### config.mk
export PLATFORM = sky130hd
export DESIGN_NAME = cpe_ram
export DESIGN_NICKNAME = d
export VERILOG_FILES = /design/src/hdl/cpe_ram.sv
export SDC_FILE = /design/constraint.sdc
export NUM_CORES = 2
export LEC_CHECK = 0
export ABC_CLOCK_PERIOD_IN_PS = 14600
export BUFFER_PORTS_ARGS = -buffer_cell sky130_fd_sc_hd__buf_2
export CAP_MARGIN = 25
export CORE_MARGIN = 1.5
export CORE_UTILIZATION = 34
export DETAILED_ROUTE_END_ITERATION = 6
export MAX_ROUTING_LAYER = met4
export PLACE_DENSITY = 0.56
export SLEW_MARGIN = 20
export SYNTH_ARGS = -nofsm -noshare
export SYNTH_HDL_FRONTEND = slang
export SYNTH_SLANG_ARGS = --single-unit
### constraint.sdc
create_clock -name aclk -period 14.6 [get_ports aclk]
set_input_delay 1.46 -clock aclk [delete_from_list [all_inputs] [get_ports aclk]]
set_output_delay 1.46 -clock aclk [all_outputs]
set_load 0.005 [all_outputs]
### src/hdl/cpe_ram.sv
// Generic single-port-write RAM with registered read.
module cpe_ram #(
    parameter int WIDTH = 64,
    parameter int DEPTH = 64
) (
    input  logic                     aclk,
    input  logic                     we,
    input  logic [$clog2(DEPTH)-1:0] waddr,
    input  logic [WIDTH-1:0]         wdata,
    input  logic [$clog2(DEPTH)-1:0] raddr,
    output logic [WIDTH-1:0]         rdata
);
    logic [WIDTH-1:0] mem [DEPTH];
    always_ff @(posedge aclk) begin
        if (we) mem[waddr] <= wdata;
        rdata <= mem[raddr];
    end
endmodule

==> flow_metrics.tcl <==
set metrics [dict create \
    status "finished clean" \
    start_util_pct 34.21 \
    drt-total-wl_mm 449.6 \
    seqCellArea_um2 124300 \
    layout_common_cells "edfxtp_1, mux4_2, clkbuf_16" \
    die_area_um2 463900 \
    final_common_cell "edfxtp_1" \
    fin_nets 7114 \
    min_path_cells 4 \
    rows 248 \
    p_per_area_nw_per_um2 139.1 \
    antenna_left 0 \
    synth-warning-count 0 \
    cts_buffer_depth 4 \
    slew_headroom_pct 23.64 \
    ioPinCount 142 \
    min_to "rdata[12]" \
    area_delta_synth_final_pct 14.94 \
    fill_cells 40110 \
    synthTopCellsByArea "edfxtp_1, mux4_2, mux2i_1" \
    ctsHoldBuffers 0 \
    antenna_found_initial 58 \
    fin_worst_skew_ns 0.08211 \
    drc_errors 0 \
    reg2reg_setup_slack_ns 12.35 \
    drtIter0Drc 9148 \
    multi_input_area_um2 30780 \
    worstReg2RegEnd "rdata[50]" \
    critPathKind "in2reg" \
    power.total_w 0.02500 \
    insertion_delay_ns 0.98 \
    cts.repair.resized 0 \
    cp-end-kind "flop" \
    p_leak_nw 55.29 \
    grt_overflow_total 0 \
    cp.required_ns 15.42 \
    utilization_pct 39.32 \
    hold_path.startpoint "mem[46][12]" \
    yosysTopAreaCell "edfxtp_1" \
    core_um2 457100 \
    cts.sinks 4160 \
    post-route-period-util_pct 33.84 \
    yosysTopAreaCellShare_pct 78.67 \
    firstDrtPassIters 5 \
    report.final.slew_viol_count 0 \
    ff2ff_path_depth 5 \
    drive_above_1_share_pct 28.59 \
    finalSetupViolations 0 \
    max-vdd-ir-drop_mv 0.1028 \
    ys_ff_latch 4160 \
    port_buffers 141 \
    h-tree-depth 5 \
    grtUsageTotal_pct 19.57 \
    final-hold-violation-count 0 \
    numCtsBuffers 416 \
    dp_hpwl_mm 240.5 \
    viasPerCell 5.541 \
    hold_path_class "reg2reg" \
    wl_per_cell_um 33.16 \
    maxCapViolations 0 \
    timing.setup.tns_ns 0 \
    postCtsSetupRepairBufs 0 \
    grt_max_degree 118 \
    grt_pass1_wl_mm 617.1 \
    crit_path_start_kind "input port" \
    rr_startpoint "mem[8][50]" \
    critPathMaxFanout 95 \
    cts_tree "built" \
    cts_root_buffer "clkbuf_16" \
    grt_setup_unrepaired "false" \
    grt_pass1_vias 76160 \
    synth.yosys.seq_area_share_pct 79.49 \
    max_freq_ghz 0.2024 \
    worstPathArrival_ns 5.76 \
    die_w_um 681.1 \
    final_cells 13560 \
    gp_congestion 0.7801 \
    dp.cells 12710 \
    path_clk_slew_ns 0.06 \
    synth_cells 6598 \
    syn_area_per_cell_um2 23.70 \
    synth.distinct_cells 33 \
    die_h_um 681.1 \
    period_minus_slack_ns 4.941 \
    syn-num-nets 6676 \
    worstMarginPinSlew_ns 1.145 \
    syn_area_um2 156300 \
    vias 75120 \
]
[registers in the layout, indices dropped and copies added (netlist names)]
name / cells
mem: 4096
rdata: 64
[cells by family (layout without fill, tap and decap cells)]
group,count (synthesis),after routing,synth area share (%)
DFF,4160,4160,79.49
and+or+nand+nor,386,386,1.240
other,0,46,0
buffers and inverters,389,1177,1.180
muxes,1159,1159,15.61
AOI/OAI and AO/OA,504,504,2.477
[stage by stage]
stage / instance area [um^2] / hold WS [ns] / setup WS (ns)
floorplan: 156300 / 0.7878 / 7.704
global placement: 165200 / 0.8092 / 8.540
detailed placement: 165400 / 0.8266 / 8.558
CTS: 178800 / 0.8315 / 9.629
global route: 179700 / 0.8135 / 9.300
finish: 179700 / 0.8377 / 9.659
[cell usage after synthesis]
cell	instances
edfxtp_1	4096
mux4_2	1024
buf_2	170
a22oi_1	168
clkbuf_1	140
mux2i_1	135
nor2_1	112
a22o_1	88
o22ai_1	83
and3_1	64
dfxtp_1	64
a211oi_1	63
nand2_1	58
nand3_1	45
o221ai_1	38
buf_4	34
or3_1	29
nor2b_1	28
or2_2	28
a41oi_1	26
buf_1	20
a2bb2oi_1	19
inv_1	19
a31oi_1	18
nand2b_1	11
buf_6	6
and2_1	3
nand3b_1	2
nand4_1	2
nor3_1	2
a31o_1	1
nand4b_1	1
or3b_2	1
[worst max-delay path by stage]
stage / start / endpoint / slack [ns] / cells past startpoint
floorplan: waddr[3] / mem[48][0] / 7.70 / 4
detailed placement: raddr[0] / rdata[24] / 8.56 / 8
CTS: raddr[0] / rdata[24] / 9.63 / 8
global placement: raddr[0] / rdata[24] / 8.54 / 8
global route: raddr[0] / rdata[24] / 9.30 / 8
finish: raddr[1] / rdata[62] / 9.66 / 8
[final cells by class]
type,instances,area share [%]
diodes,46,0.06405
clock buffers,563,6.359
clock inverters,205,1.137
inverters,19,0.03968
multi-input cells,2049,17.13
flip-flops and latches,4160,69.15
well taps,6125,4.264
repair buffers,390,1.853
[critical path: stages]
cell	delay (ns)
buf_8	0.42
buf_4	0.78
buf_12	0.56
buf_4	0.73
nand2_1	0.60
o221ai_1	0.44
o22ai_1	0.23
and3_1	0.21
[power breakdown]
group,internal (W),switching [W]
Sequential,0.0132,0.0000614
Clock,0.00606,0.00453
Combinational,0.000424,0.000707
Total,0.0197,0.00530
[per-layer routing]
metal	track usage (%)	part of all wire, %	up-vias
met5	-	0	-
met4	4.686	2.5	0
met3	3.445	7.9	620
met2	31.30	49	3340
met1	26.17	41	41690
li1	-	-	29470
Power figures use the tool's default switching activity.
